## config.mk

```make
export PLATFORM = sky130hd
export DESIGN_NAME = modular_inverse_unit
export DESIGN_NICKNAME = d
export VERILOG_FILES = /design/src/mi_pkg.sv /design/src/mi_step.sv /design/src/modular_inverse_unit.sv
export SDC_FILE = /design/constraint.sdc
export NUM_CORES = 1
export LEC_CHECK = 0
export BUFFER_PORTS_ARGS = -buffer_cell sky130_fd_sc_hd__buf_2
export CORE_UTILIZATION = 50
export DETAILED_ROUTE_END_ITERATION = 7
export HOLD_SLACK_MARGIN = 0.08
export PLACE_DENSITY_LB_ADDON = 0.1
export SLEW_MARGIN = 25
export SYNTH_ARGS = -nofsm -noshare
export SYNTH_HDL_FRONTEND = slang
export SYNTH_HIERARCHICAL = 1
export SYNTH_SLANG_ARGS = --single-unit
```

## constraint.sdc

```tcl
create_clock -name i_clk -period 26 [get_ports i_clk]
set_input_delay 1.3 -clock i_clk [delete_from_list [all_inputs] [get_ports i_clk]]
set_output_delay 1.3 -clock i_clk [all_outputs]
set_load 0.05 [all_outputs]
```

## src/mi_pkg.sv

```systemverilog
// Shared constants and types for the modular inverse unit.
`default_nettype none

package mi_pkg;

    // Default operand width in bits.
    localparam int unsigned WIDTH_DEF = 31;

    // Sequencer states, one-hot coded.
    typedef enum logic [3:0] {
        S_IDLE  = 4'b0001,
        S_CHECK = 4'b0010,
        S_DIV   = 4'b0100,
        S_FIN   = 4'b1000
    } t_state;

endpackage

`default_nettype wire

```

## src/mi_step.sv

```systemverilog
// Shared datapath step: one restoring-division bit fused with a Horner multiply-accumulate bit.
`default_nettype none

module mi_step #(
    parameter int unsigned WIDTH = mi_pkg::WIDTH_DEF
) (
    input  wire logic [WIDTH-1:0] i_rem,
    input  wire logic [WIDTH-1:0] i_dq,
    input  wire logic [WIDTH-1:0] i_divisor,
    input  wire logic [WIDTH-1:0] i_acc,
    input  wire logic [WIDTH-1:0] i_prev,
    output logic      [WIDTH-1:0] o_rem,
    output logic      [WIDTH-1:0] o_dq,
    output logic      [WIDTH-1:0] o_acc
);

    logic [WIDTH:0] shifted;
    logic [WIDTH:0] diff;
    logic           qbit;

    // Bring down the next dividend bit and try the subtraction.
    assign shifted = {i_rem, i_dq[WIDTH-1]};
    assign diff    = shifted - {1'b0, i_divisor};
    assign qbit    = (shifted >= {1'b0, i_divisor});

    // The partial remainder stays below the divisor, so it fits in WIDTH bits.
    assign o_rem = qbit ? diff[WIDTH-1:0] : shifted[WIDTH-1:0];
    assign o_dq  = {i_dq[WIDTH-2:0], qbit};

    // Quotient bits arrive MSB first, so the product builds up by doubling.
    assign o_acc = {i_acc[WIDTH-2:0], 1'b0} + (qbit ? i_prev : '0);

endmodule

`default_nettype wire

```

## src/modular_inverse_unit.sv

```systemverilog
// Top level of the modular inverse unit: sequencer, operand registers and result register.
//
// Channel   Direction  Handshake            Payload
// command   in         start, busy          i_value, i_modulus
// result    out        o_valid (strobe)     o_inverse, o_no_inverse
//
// Each Euclid round passes through the check state, the shared division step
// (one quotient bit per cycle, for every bit of the dividend, with the coefficient
// update folded in) and the swap of the pair. Special cases finish after
// the first check. For 31-bit operands this is at most about 45 rounds. Reset
// is synchronous and returns the sequencer to idle. The result strobe lasts one
// cycle and the receiver cannot stall it; busy is low again in the strobe cycle.
`default_nettype none

module modular_inverse_unit #(
    parameter int unsigned WIDTH = mi_pkg::WIDTH_DEF
) (
    input  wire logic             i_clk,
    input  wire logic             i_rst_n,
    input  wire logic             start,
    output logic                  busy,
    input  wire logic [WIDTH-1:0] i_value,
    input  wire logic [WIDTH-1:0] i_modulus,
    output logic                  o_valid,
    output logic      [WIDTH-1:0] o_inverse,
    output logic                  o_no_inverse
);

    localparam int unsigned CW = $clog2(WIDTH);

    mi_pkg::t_state r_state, n_state;

    logic [WIDTH-1:0] r_a, n_a;
    logic [WIDTH-1:0] r_m, n_m;
    logic [WIDTH-1:0] r_m0, n_m0;
    logic [WIDTH-1:0] r_cur, n_cur;
    logic [WIDTH-1:0] r_prev, n_prev;
    logic             r_neg, n_neg;
    logic [WIDTH-1:0] r_rem, n_rem;
    logic [WIDTH-1:0] r_dq, n_dq;
    logic [WIDTH-1:0] r_acc, n_acc;
    logic [CW-1:0]    r_cnt, n_cnt;
    logic             r_valid, n_valid;
    logic [WIDTH-1:0] r_inv, n_inv;
    logic             r_noinv, n_noinv;

    logic [WIDTH-1:0] step_rem;
    logic [WIDTH-1:0] step_dq;
    logic [WIDTH-1:0] step_acc;

    // Shared division and multiply-accumulate step.
    mi_step #(
        .WIDTH(WIDTH)
    ) u_step (
        .i_rem    (r_rem),
        .i_dq     (r_dq),
        .i_divisor(r_m),
        .i_acc    (r_acc),
        .i_prev   (r_prev),
        .o_rem    (step_rem),
        .o_dq     (step_dq),
        .o_acc    (step_acc)
    );

    // Sequencer and datapath next-state logic.
    always_comb begin
        n_state = r_state;
        n_a     = r_a;
        n_m     = r_m;
        n_m0    = r_m0;
        n_cur   = r_cur;
        n_prev  = r_prev;
        n_neg   = r_neg;
        n_rem   = r_rem;
        n_dq    = r_dq;
        n_acc   = r_acc;
        n_cnt   = r_cnt;
        n_valid = 1'b0;
        n_inv   = r_inv;
        n_noinv = r_noinv;
        case (r_state)
            mi_pkg::S_IDLE: begin
                if (start) begin
                    n_a     = i_value;
                    n_m     = i_modulus;
                    n_m0    = i_modulus;
                    n_cur   = WIDTH'(1);
                    n_prev  = '0;
                    n_neg   = 1'b0;
                    n_state = mi_pkg::S_CHECK;
                end
            end
            mi_pkg::S_CHECK: begin
                if (r_m0 == WIDTH'(1)) begin
                    // A modulus of one gives zero.
                    n_inv   = '0;
                    n_noinv = 1'b0;
                    n_valid = 1'b1;
                    n_state = mi_pkg::S_IDLE;
                end else if (r_a <= WIDTH'(1)) begin
                    // Pair reduced to one: fold a negative coefficient into range.
                    n_inv   = (r_neg && (r_cur != '0)) ? (r_m0 - r_cur) : r_cur;
                    n_noinv = 1'b0;
                    n_valid = 1'b1;
                    n_state = mi_pkg::S_IDLE;
                end else if (r_m == '0) begin
                    // Zero divisor: the operands share a factor or the modulus is zero.
                    n_inv   = '0;
                    n_noinv = 1'b1;
                    n_valid = 1'b1;
                    n_state = mi_pkg::S_IDLE;
                end else begin
                    n_rem   = '0;
                    n_dq    = r_a;
                    n_acc   = '0;
                    n_cnt   = '0;
                    n_state = mi_pkg::S_DIV;
                end
            end
            mi_pkg::S_DIV: begin
                n_rem = step_rem;
                n_dq  = step_dq;
                n_acc = step_acc;
                n_cnt = r_cnt + CW'(1);
                if (r_cnt == CW'(WIDTH - 1)) begin
                    n_state = mi_pkg::S_FIN;
                end
            end
            mi_pkg::S_FIN: begin
                // Keep (divisor, remainder) and advance the coefficients.
                n_a     = r_m;
                n_m     = r_rem;
                n_prev  = r_acc + r_cur;
                n_cur   = r_prev;
                n_neg   = ~r_neg;
                n_state = mi_pkg::S_CHECK;
            end
            default: begin
                n_state = mi_pkg::S_IDLE;
            end
        endcase
    end

    // Control registers with reset.
    always_ff @(posedge i_clk) begin
        if (!i_rst_n) begin
            r_state <= mi_pkg::S_IDLE;
            r_valid <= 1'b0;
        end else begin
            r_state <= n_state;
            r_valid <= n_valid;
        end
    end

    // Payload registers.
    always_ff @(posedge i_clk) begin
        r_a     <= n_a;
        r_m     <= n_m;
        r_m0    <= n_m0;
        r_cur   <= n_cur;
        r_prev  <= n_prev;
        r_neg   <= n_neg;
        r_rem   <= n_rem;
        r_dq    <= n_dq;
        r_acc   <= n_acc;
        r_cnt   <= n_cnt;
        r_inv   <= n_inv;
        r_noinv <= n_noinv;
    end

    assign busy         = (r_state != mi_pkg::S_IDLE);
    assign o_valid      = r_valid;
    assign o_inverse    = r_inv;
    assign o_no_inverse = r_noinv;

`ifndef SYNTHESIS
    // A result is only shown once the sequencer is back in idle.
    a_valid_idle: assert property (@(posedge i_clk) disable iff (!i_rst_n)
        o_valid |-> !busy)
        else $error("result strobe while busy");

    // A missing inverse always reads as zero.
    a_noinv_zero: assert property (@(posedge i_clk) disable iff (!i_rst_n)
        (o_valid && o_no_inverse) |-> (o_inverse == '0))
        else $error("no-inverse result with nonzero value");

    // An accepted command makes the unit busy in the next cycle.
    a_start_busy: assert property (@(posedge i_clk) disable iff (!i_rst_n)
        (start && !busy) |=> busy)
        else $error("command transfer did not start the sequencer");

    // The result strobe is a single-cycle pulse.
    a_pulse: assert property (@(posedge i_clk) disable iff (!i_rst_n)
        o_valid |=> !o_valid)
        else $error("result strobe held longer than one cycle");

    // The division step count stays within the operand width.
    a_cnt_range: assert property (@(posedge i_clk) disable iff (!i_rst_n)
        (r_state == mi_pkg::S_DIV) |-> (r_cnt <= CW'(WIDTH - 1)))
        else $error("division step counter out of range");
`endif

endmodule

`default_nettype wire

```

Word-level counts from Yosys, hierarchy flattened:

Cells that the tools add are included.

* memories kept: 0
* bits in registers: 291
* bits in latches: 0
* logic and storage cells: 85
* output and inout port bits: 34
* input port bits: 65
* ROM bits: 0
* bits in writable memories: 0

* multipliers: 0
* div/mod/pow operators: 0
* shifts and indexed selects: 0
* bitwise operators: 1
* order comparisons: 2
* eq/ne operators: 12
* reductions and logical operators: 13
* add/sub/neg operators: 5
* muxes and demuxes: 38

Operator list (number)
* 31-bit two-way mux: 15
* 31-bit one-hot mux with 2 select lines: 7
* 31-bit adder: 2
* 31-bit subtractor: 2
* 32-bit by 31-bit >= comparator with 1-bit output: 1
* 31-bit by 1-bit == test with 1-bit output, second input constant: 1
* 31-bit by 1-bit less-or-equal comparator with 1-bit output, second input constant: 1
* 31-bit zero test: 1
* 31-bit nonzero test: 1
* 4-bit one-hot mux with 4 select lines: 1
* 5-bit two-way mux: 3
* 2-bit inequality test, second input constant: 5
* 5-bit one-hot mux with 2 select lines: 1
* 2-bit AND reduction: 5
* 3-bit two-way mux: 3
* 4-bit two-way mux: 2
* 5-bit by 1-bit adder with 5-bit output, second input constant: 1
* 5-bit == test, second input constant: 1
* 1-bit two-way mux: 5
* 4-bit by 1-bit == test with 1-bit output, second input constant: 1
* 4-bit by 2-bit == test with 1-bit output, second input constant: 1
* 4-bit by 3-bit == test with 1-bit output, second input constant: 1
* 4-bit == test, second input constant: 1
* 4-bit by 1-bit inequality test with 1-bit output, second input constant: 1
* 7 further kinds: 8

Longest topological paths before layout:

Gate-level depths: netlist of run 1.

* depth after elaboration: 5
* gate-level depth with buffers: 24
* depth with buffers taken out: 23

Modules after synthesis:

Netlist of run 1, hierarchy kept.

By module, submodules not included
* modular_inverse_unit: sequential area each 8688.3 um^2, area an instance 14498.9 um^2, instances 1, cells each 1303
* mi_step: sequential area each 0.0 um^2, area an instance 3990.1 um^2, instances 1, cells each 594

Worst setup path after synthesis of run 1:

Ideal clock, no wire load.

* path type: reg-to-reg
* from: register r_m0[0]
* to: register r_acc[0] (enable)
* data required time: 25.326 ns
* buffers on the path: 0
* path slack: 17.654 ns
* arrival time: 7.671 ns
* library setup time: 0.674 ns
* stages on the path, launching flop included: 10
* clock period less this slack: 8.346 ns
* cells stage by stage: edfxtp_1 inv_1 nor4_1 nand4_1 nor2_1 nor2_1 o21a_1 and3b_1 nor2_1 nor3_1

* longest elaborated chain between the ends: 3

Ends and longest elaborated chain
* start: declaration: RTL line modular_inverse_unit.sv:35 `logic [WIDTH-1:0] r_m0, n_m0;`
* start signal: assignment: RTL line modular_inverse_unit.sv:159 `r_m0 <= n_m0;`
* 31-bit by 1-bit == test with 1-bit output: RTL line modular_inverse_unit.sv:94 `if (r_m0 == WIDTH'(1)) begin`
* 2-bit inequality test (no source line)
* 4-bit AND reduction (no source line)
* end signal: assignment: RTL line modular_inverse_unit.sv:165 `r_acc <= n_acc;`
* end: declaration: RTL line modular_inverse_unit.sv:41 `logic [WIDTH-1:0] r_acc, n_acc;`

No other way between the ends.
A chain may end at the register's enable or synchronous reset.

Worst setup path after layout of run 1:

* from: register r_dq[30]
* to: register r_acc[30], data pin

* longest elaborated chain between the ends: 4

Ends and longest elaborated chain
* start: declaration: RTL line modular_inverse_unit.sv:40 `logic [WIDTH-1:0] r_dq, n_dq;`
* start signal: assignment: RTL line modular_inverse_unit.sv:164 `r_dq <= n_dq;`
* 32-bit by 31-bit >= comparator with 1-bit output: RTL line mi_step.sv:24 `assign qbit = (shifted >= {1'b0, i_divisor});`
* named net step_dq[0]: RTL line modular_inverse_unit.sv:48 `logic [WIDTH-1:0] step_dq;`
* 31-bit two-way mux: RTL line mi_step.sv:31 `assign o_acc = {i_acc[WIDTH-2:0], 1'b0} + (qbit ? i_prev : '0);`
* 31-bit adder: RTL line mi_step.sv:31
* named net step_acc[30]: RTL line modular_inverse_unit.sv:49 `logic [WIDTH-1:0] step_acc;`
* 31-bit one-hot mux with 2 select lines: RTL line modular_inverse_unit.sv:81 `case (r_state)`

The timed path passes the listed nets, and every way through them passes these cells.

==> metrics, run 1 <==
dpl hpwl 34730 microns; R2R setup slack 20130 ps; core footprint 0.03652 sq mm; Area Growth Syn to Fin 10.69%; Seq cells post-synth 291; fin. max-slew vios 0; layout cell share with drive strength beyond 1 0.1085; Post-synth ARST share 0; commonest non-fill, non-tap cells in the layout nand2_1 (367), edfxtp_1 (286), nor2_1 (130); CTS tree built; PwrDens 61.89 mW/mm^2; Max Freq 170.3 MHz; post-synthesis adder-cell area fraction 0.08689; DR iter-0 viols 1023; sequential cell area 0.008688 sq mm; Die ar. 0.03775 sq mm; clk_skew 21.60 ps; Mapped Nets 2088; postcts setup bufs 0; WS Path Type reg -> reg; Slew Limit Headroom 0.3366; Crit path required time 26300 ps; Hold Path Class reg -> reg; CTS max path bufs 3; Post-synth EDFFs 286; global-route wire length before repair 74660 microns; Die H 194.3 microns; synth unique cells 85; total power 1.267 mW; Worst-path clk slew 60 ps; post-synthesis sequential area ratio 0.4699; CTS H-tree depth 2; GPL Wtd Cong 0.9132; Detail Route Antenna Nets 0; most common cell after layout, fill and taps aside nand2_1; crit end category register; Resized cells post-CTS 0; max-cap violations 0; WL per Instance 19.56 microns; ANT cells 0; Post-Syn Area 0.01849 sq mm; startpoint types register; Total Wirelength 47890 microns; Buf/Inv on CP 4; Pre-antenna DRT Iters 5; Final nets 2144; outcome finished, final reports clean; design area 0.02046 sq mm; Root Buffer clkbuf_16; row count 70; Die W 194.3 microns; post-synthesis compound-gate area fraction 0.1387; critical path cell sequence inv_1 > ha_1 > fa_1 > nor2b_1 > o31ai_2 > a31oi_2 > a21oi_4 > o41ai_1 > a21oi_4 > buf_4 > inv_4 > nand2_1 > inv_1 > ha_1 > a211oi_1 > o21ai_0 > a21oi_2 > a21oi_1 > a211o_1 > a31oi_1 > o311a_1 > o21ai_1 > xnor2_1 > and2_1; fin crit share 0.2259; Main synth FF type edfxtp_1; post-route minimum period 5873 ps; Via density 5.678; Worst path max stage delay 540 ps; simple-gate share of the synthesized area 0.2030; WP data arrival 6170 ps; clock latency on the worst-skew pair 550 ps; synth warn 6; GR Util All Layers 0.2536; Least-Margin Pin Slew 995.1 ps; setup_tns 0 ps; footprint of the multi-input gates 0.009010 sq mm; Crit-path slowest cell buf_4; RSZ-0062 raised after global routing no; Post-Syn Instances 1897; initial antenna violation count 0; Num CTS Buffers 36; vias in the first global route 13217; Post-DP Area 0.01923 sq mm; synthesized area per cell 9.746 sq um; crit-path leading delay family compound AO/OA/AOI/OAI gates; # hold bufs at CTS 0; largest family of logic cells by synthesized area simple AND/OR/NAND/NOR gates; largest net degree at the start of global routing 83; Overflow after GRT 0; final hold violation count 0; XOR/XNOR Fraction of Synth Area 0.04974; Peak VDD IR 42.76 uV; Buffers on Ports 98; # fillers 3285; Finish-stage setup viols 0; Pleak 8.408 nW; mux share of post-synthesis cell area 0.005888; DR vias 13905; Clock Sinks 291; initial core utilization 0.5062; hold slack 512.4 ps; IO Count 99; crit path max fanout 61; Residual DRC 0
power by group:
part           switching, mW  internal [mW]
sequential            0.0170          0.537
clock                  0.208          0.312
combinational          0.114         0.0779
layout make-up:
| type | count | area share |
|---|---|---|
| clock buffers | 41 | 0.04592 |
| clock inverters | 25 | 0.01382 |
| inverters | 91 | 0.01681 |
| multi-input cells | 1419 | 0.4403 |
| flip-flops and latches | 291 | 0.4246 |
| well taps | 468 | 0.02861 |
| repair buffers | 114 | 0.03002 |
Yosys cell counts, types with 10 or more instances:
| cell | n | area share |
|---|---|---|
| nor2b_1 | 40 | 0.014 |
| o21ai_0 | 71 | 0.019 |
| o21bai_1 | 13 | 0.0053 |
| o21a_1 | 17 | 0.0069 |
| inv_1 | 90 | 0.018 |
| edfxtp_1 | 286 | 0.46 |
| a211oi_1 | 16 | 0.0065 |
| and2_1 | 99 | 0.033 |
| nor4_1 | 34 | 0.012 |
| nand2_1 | 367 | 0.075 |
| buf_4 | 34 | 0.014 |
| o21ai_1 | 20 | 0.0054 |
| xor2_1 | 42 | 0.020 |
| and3_1 | 10 | 0.0034 |
| a31oi_1 | 15 | 0.0051 |
| a21oi_1 | 102 | 0.028 |
| nand2b_1 | 18 | 0.0061 |
| nor2_1 | 130 | 0.026 |
| xnor2_1 | 63 | 0.030 |
| nor3_1 | 24 | 0.0065 |
| nand3_1 | 16 | 0.0043 |
| ha_1 | 122 | 0.083 |
| clkbuf_1 | 58 | 0.012 |
| nand4_1 | 22 | 0.0074 |
| a21o_1 | 54 | 0.022 |
worst min-delay path: cells and delay by family, from the launching register on:
family / cells / cell delay (ps)
simple gates: 2 / 90
flops: 1 / 320
state kept, by name (all words and copies together), names as in the netlist:
signal and cells:
r_dq 31, r_a 31, o_valid 1, r_neg 1, r_acc 31, r_m 31, r_rem 31, o_no_inverse 1
r_cur 31, r_state 4, r_m0 31, r_cnt 5, o_inverse 31, r_prev 31
cell families (layout without fill, tap and decap cells):
kind of cell | count (synthesis) | in the layout
compound gates | 382 | 382
flops | 291 | 291
mux | 10 | 10
simple gates | 796 | 796
xor+xnor | 105 | 105
fa+ha+maj | 126 | 126
buf+inv | 187 | 271
per-stage QoR:
step / setup slack (ps) / instances / util
floorplan: 17650 / 1897 / -
global placement: 20390 / 2383 / 0.5265
detailed placement: 20260 / 2383 / 0.5266
CTS: 20210 / 2449 / 0.5601
global route: 19840 / 2449 / 0.5603
finish: 20130 / 2449 / 0.5603
path summary, 6_finish.rpt:
check,cells after the start,start,end
setup / recovery,24,r_dq[30],r_acc[30]
hold / removal,2,r_dq[22],r_dq[23]
setup reg to reg,24,r_dq[30],r_acc[30]
hold reg to reg,2,r_dq[22],r_dq[23]
routing by layer:
layer  track usage  wire [microns]  vias to the layer above
met5             0               0                        -
met4       0.07496            1023                        0
met3       0.03123            2392                       62
met2        0.3829           20740                      382
met1        0.3808           23740                     6623
li1              -               -                     6838
Note: power is estimated with default switching activity, not from simulation.
==> run 2: changes to the inputs <==
- clock period: 26 -> 5.9 ns (I/O delays scaled with it)
==> run 2 against run 1 <==
Against the previous run:
- core utilization grew 1.5 points
- count of clock-buffer cells in the layout grew 3
- sequential power grew to 4.4 times the previous value
- largest power group unchanged
==> metrics, run 2 (synthesized netlist as in run 1, its figures left out) <==
outcome finished, final reports clean; row count 70; Hold Path Class in -> reg; layout cell share with drive strength beyond 1 0.1019; Finish-stage setup viols 0; Residual DRC 0; fin cells 2509; GR Layer Usage met1 0.4025; post-placement cell count 2382; DR vias 14424; WP data arrival 5790 ps; post-route minimum period 5477 ps; Overflow after GRT 0; Comb pwr share 0.163; GPL Wtd Cong 0.9134; P_sw 1.493 mW; crit end category register; Die H 194.3 microns; most common cell after layout, fill and taps aside nand2_1; GR Util All Layers 0.2654; Max Freq 182.6 MHz; CTS H-tree depth 2; CTS max path bufs 3; clock latency on the worst-skew pair 570 ps; fin worst setup slack 423.5 ps; Worst R2R Start r_rem[1]; PwrDens 259.7 mW/mm^2; vias in the first global route 13702; fin crit share 0.9282; max-cap violations 0; Clock Sinks 291; Crit path required time 6210 ps; clock power share 0.389; ANT cells 0; Least-Margin Pin Slew 970.0 ps; Slew Limit Headroom 0.3533; crit path max fanout 28; global-route wire length before repair 78330 microns; CTS tree built; Via density 5.749; critical path cell sequence ha_1 > nor2b_1 > o31ai_2 > a31oi_2 > a21oi_4 > o41ai_1 > a21oi_4 > buf_4 > and2b_1 > ha_1 > o21ai_0 > o21ai_1 > nor4_2 > nor3_1 > o221a_2 > a21o_1 > a41oi_1 > o31ai_1 > xor2_1 > and2_1; WL per Instance 19.73 microns; Total Wirelength 49510 microns; Worst-path clk slew 60 ps; busiest grt layer met1; Pleak 8.609 nW; Buffers on Ports 98; R2R setup slack 420 ps; final design utilization 0.5750; final hold violation count 0; core footprint 0.03652 sq mm; met2 Use GR 0.3937; M3 GR Usage 0.03470; RSZ-0062 raised after global routing no; dpl ws 520.9 ps; path depth of the worst reg2reg path 20; Worst Hold Launch start; IO Count 99; fin. max-slew vios 0; Pre-antenna DRT Iters 6; internal power 3.961 mW; Crit-path slowest cell edfxtp_1; Root Buffer clkbuf_16; startpoint types register; Worst path max stage delay 420 ps; Final nets 2206; Die W 194.3 microns; setup_tns 0 ps; Sw Share 0.2738; initial antenna violation count 0; clk_skew 22.29 ps; DR iter-0 viols 1118; Hold Path Stages 6; worst r2r dst r_acc[29]; largest net degree at the start of global routing 99; Num CTS Buffers 36; Detail Route Antenna Nets 0; Die ar. 0.03775 sq mm; WS Path Type reg -> reg; commonest non-fill, non-tap cells in the layout nand2_1 (367), edfxtp_1 (286), nor2_1 (130); Area Growth Syn to Fin 13.59%; # fillers 3168; hold endpoint r_state[0]; share of power burned in registers 0.448; dpl hpwl 35130 microns; Peak VDD IR 175.2 uV; initial core utilization 0.5062
run 2: routing by layer:
| layer | wire [microns] | part of all wire | vias to the layer above |
|---|---|---|---|
| met3 | 2856 | 0.058 | 55 |
| met1 | 24360 | 0.49 | 6934 |
| met2 | 21270 | 0.43 | 471 |
| met5 | 0 | 0 | - |
| met4 | 1026 | 0.021 | 0 |
| li1 | - | - | 6964 |
run 2: worst max path at each step:
stage	from	to	slack (ps)	cells after the start
after floorplan	r_m0[0]	r_acc[0]	580	9
after CTS	r_rem[1]	r_acc[29]	480	20
after global placement	r_rem[18]	r_acc[29]	670	20
after global routing	r_m[19]	r_acc[29]	90	21
final	r_rem[1]	r_acc[29]	420	20
after detailed placement	r_rem[18]	r_acc[29]	520	20
run 2: what timing repair did:
item,in CTS,in global routing
buffers inserted,0,0
endpoints found under the hold margin,94,0
hold buffers,63,0
resized for setup,0,0
run 2: critical path: cells and delay by family (launching register included):
family | cells | cell delay [ps]
AND/OR/NAND/NOR | 5 | 1000
XOR/XNOR | 1 | 140
flip-flops | 1 | 420
AO/OA/AOI/OAI | 11 | 2590
buffers and inverters | 1 | 360
adder cells (fa/ha/maj) | 2 | 700
run 2: metrics by stage:
stage	cell area (sq um)	hold slack (ps)	power, mW
detailed placement	19250	493.0	3.325
global placement	19250	486.9	3.315
global route	21000	337.4	5.663
floorplan	18490	383.2	3.100
finish	21000	246.6	5.454
CTS	21000	229.4	5.486
run 2: power groups by stage:
stage          clock (mW)  sequential, mW  combinational [mW]
2_1_floorplan           0            2.45               0.649
3_3_place_gp            0            2.48               0.833
3_5_place_dp            0            2.48               0.841
4_1_cts              2.16            2.44               0.880
5_1_grt              2.23            2.45               0.987
6_report             2.12            2.44               0.889
run 2: area by class of cell:
| class | count | area (sq um) | share of cell area |
|---|---|---|---|
| Multi-Input combinational cell | 1419 | 9007 | 0.4289 |
| Sequential cell | 291 | 8688 | 0.4137 |
| Timing Repair Buffer | 176 | 1259 | 0.05993 |
| Clock buffer | 44 | 930.9 | 0.04433 |
| Tap cell | 468 | 585.6 | 0.02788 |
| Inverter | 91 | 344.1 | 0.01638 |
| Clock inverter | 20 | 186.4 | 0.008877 |
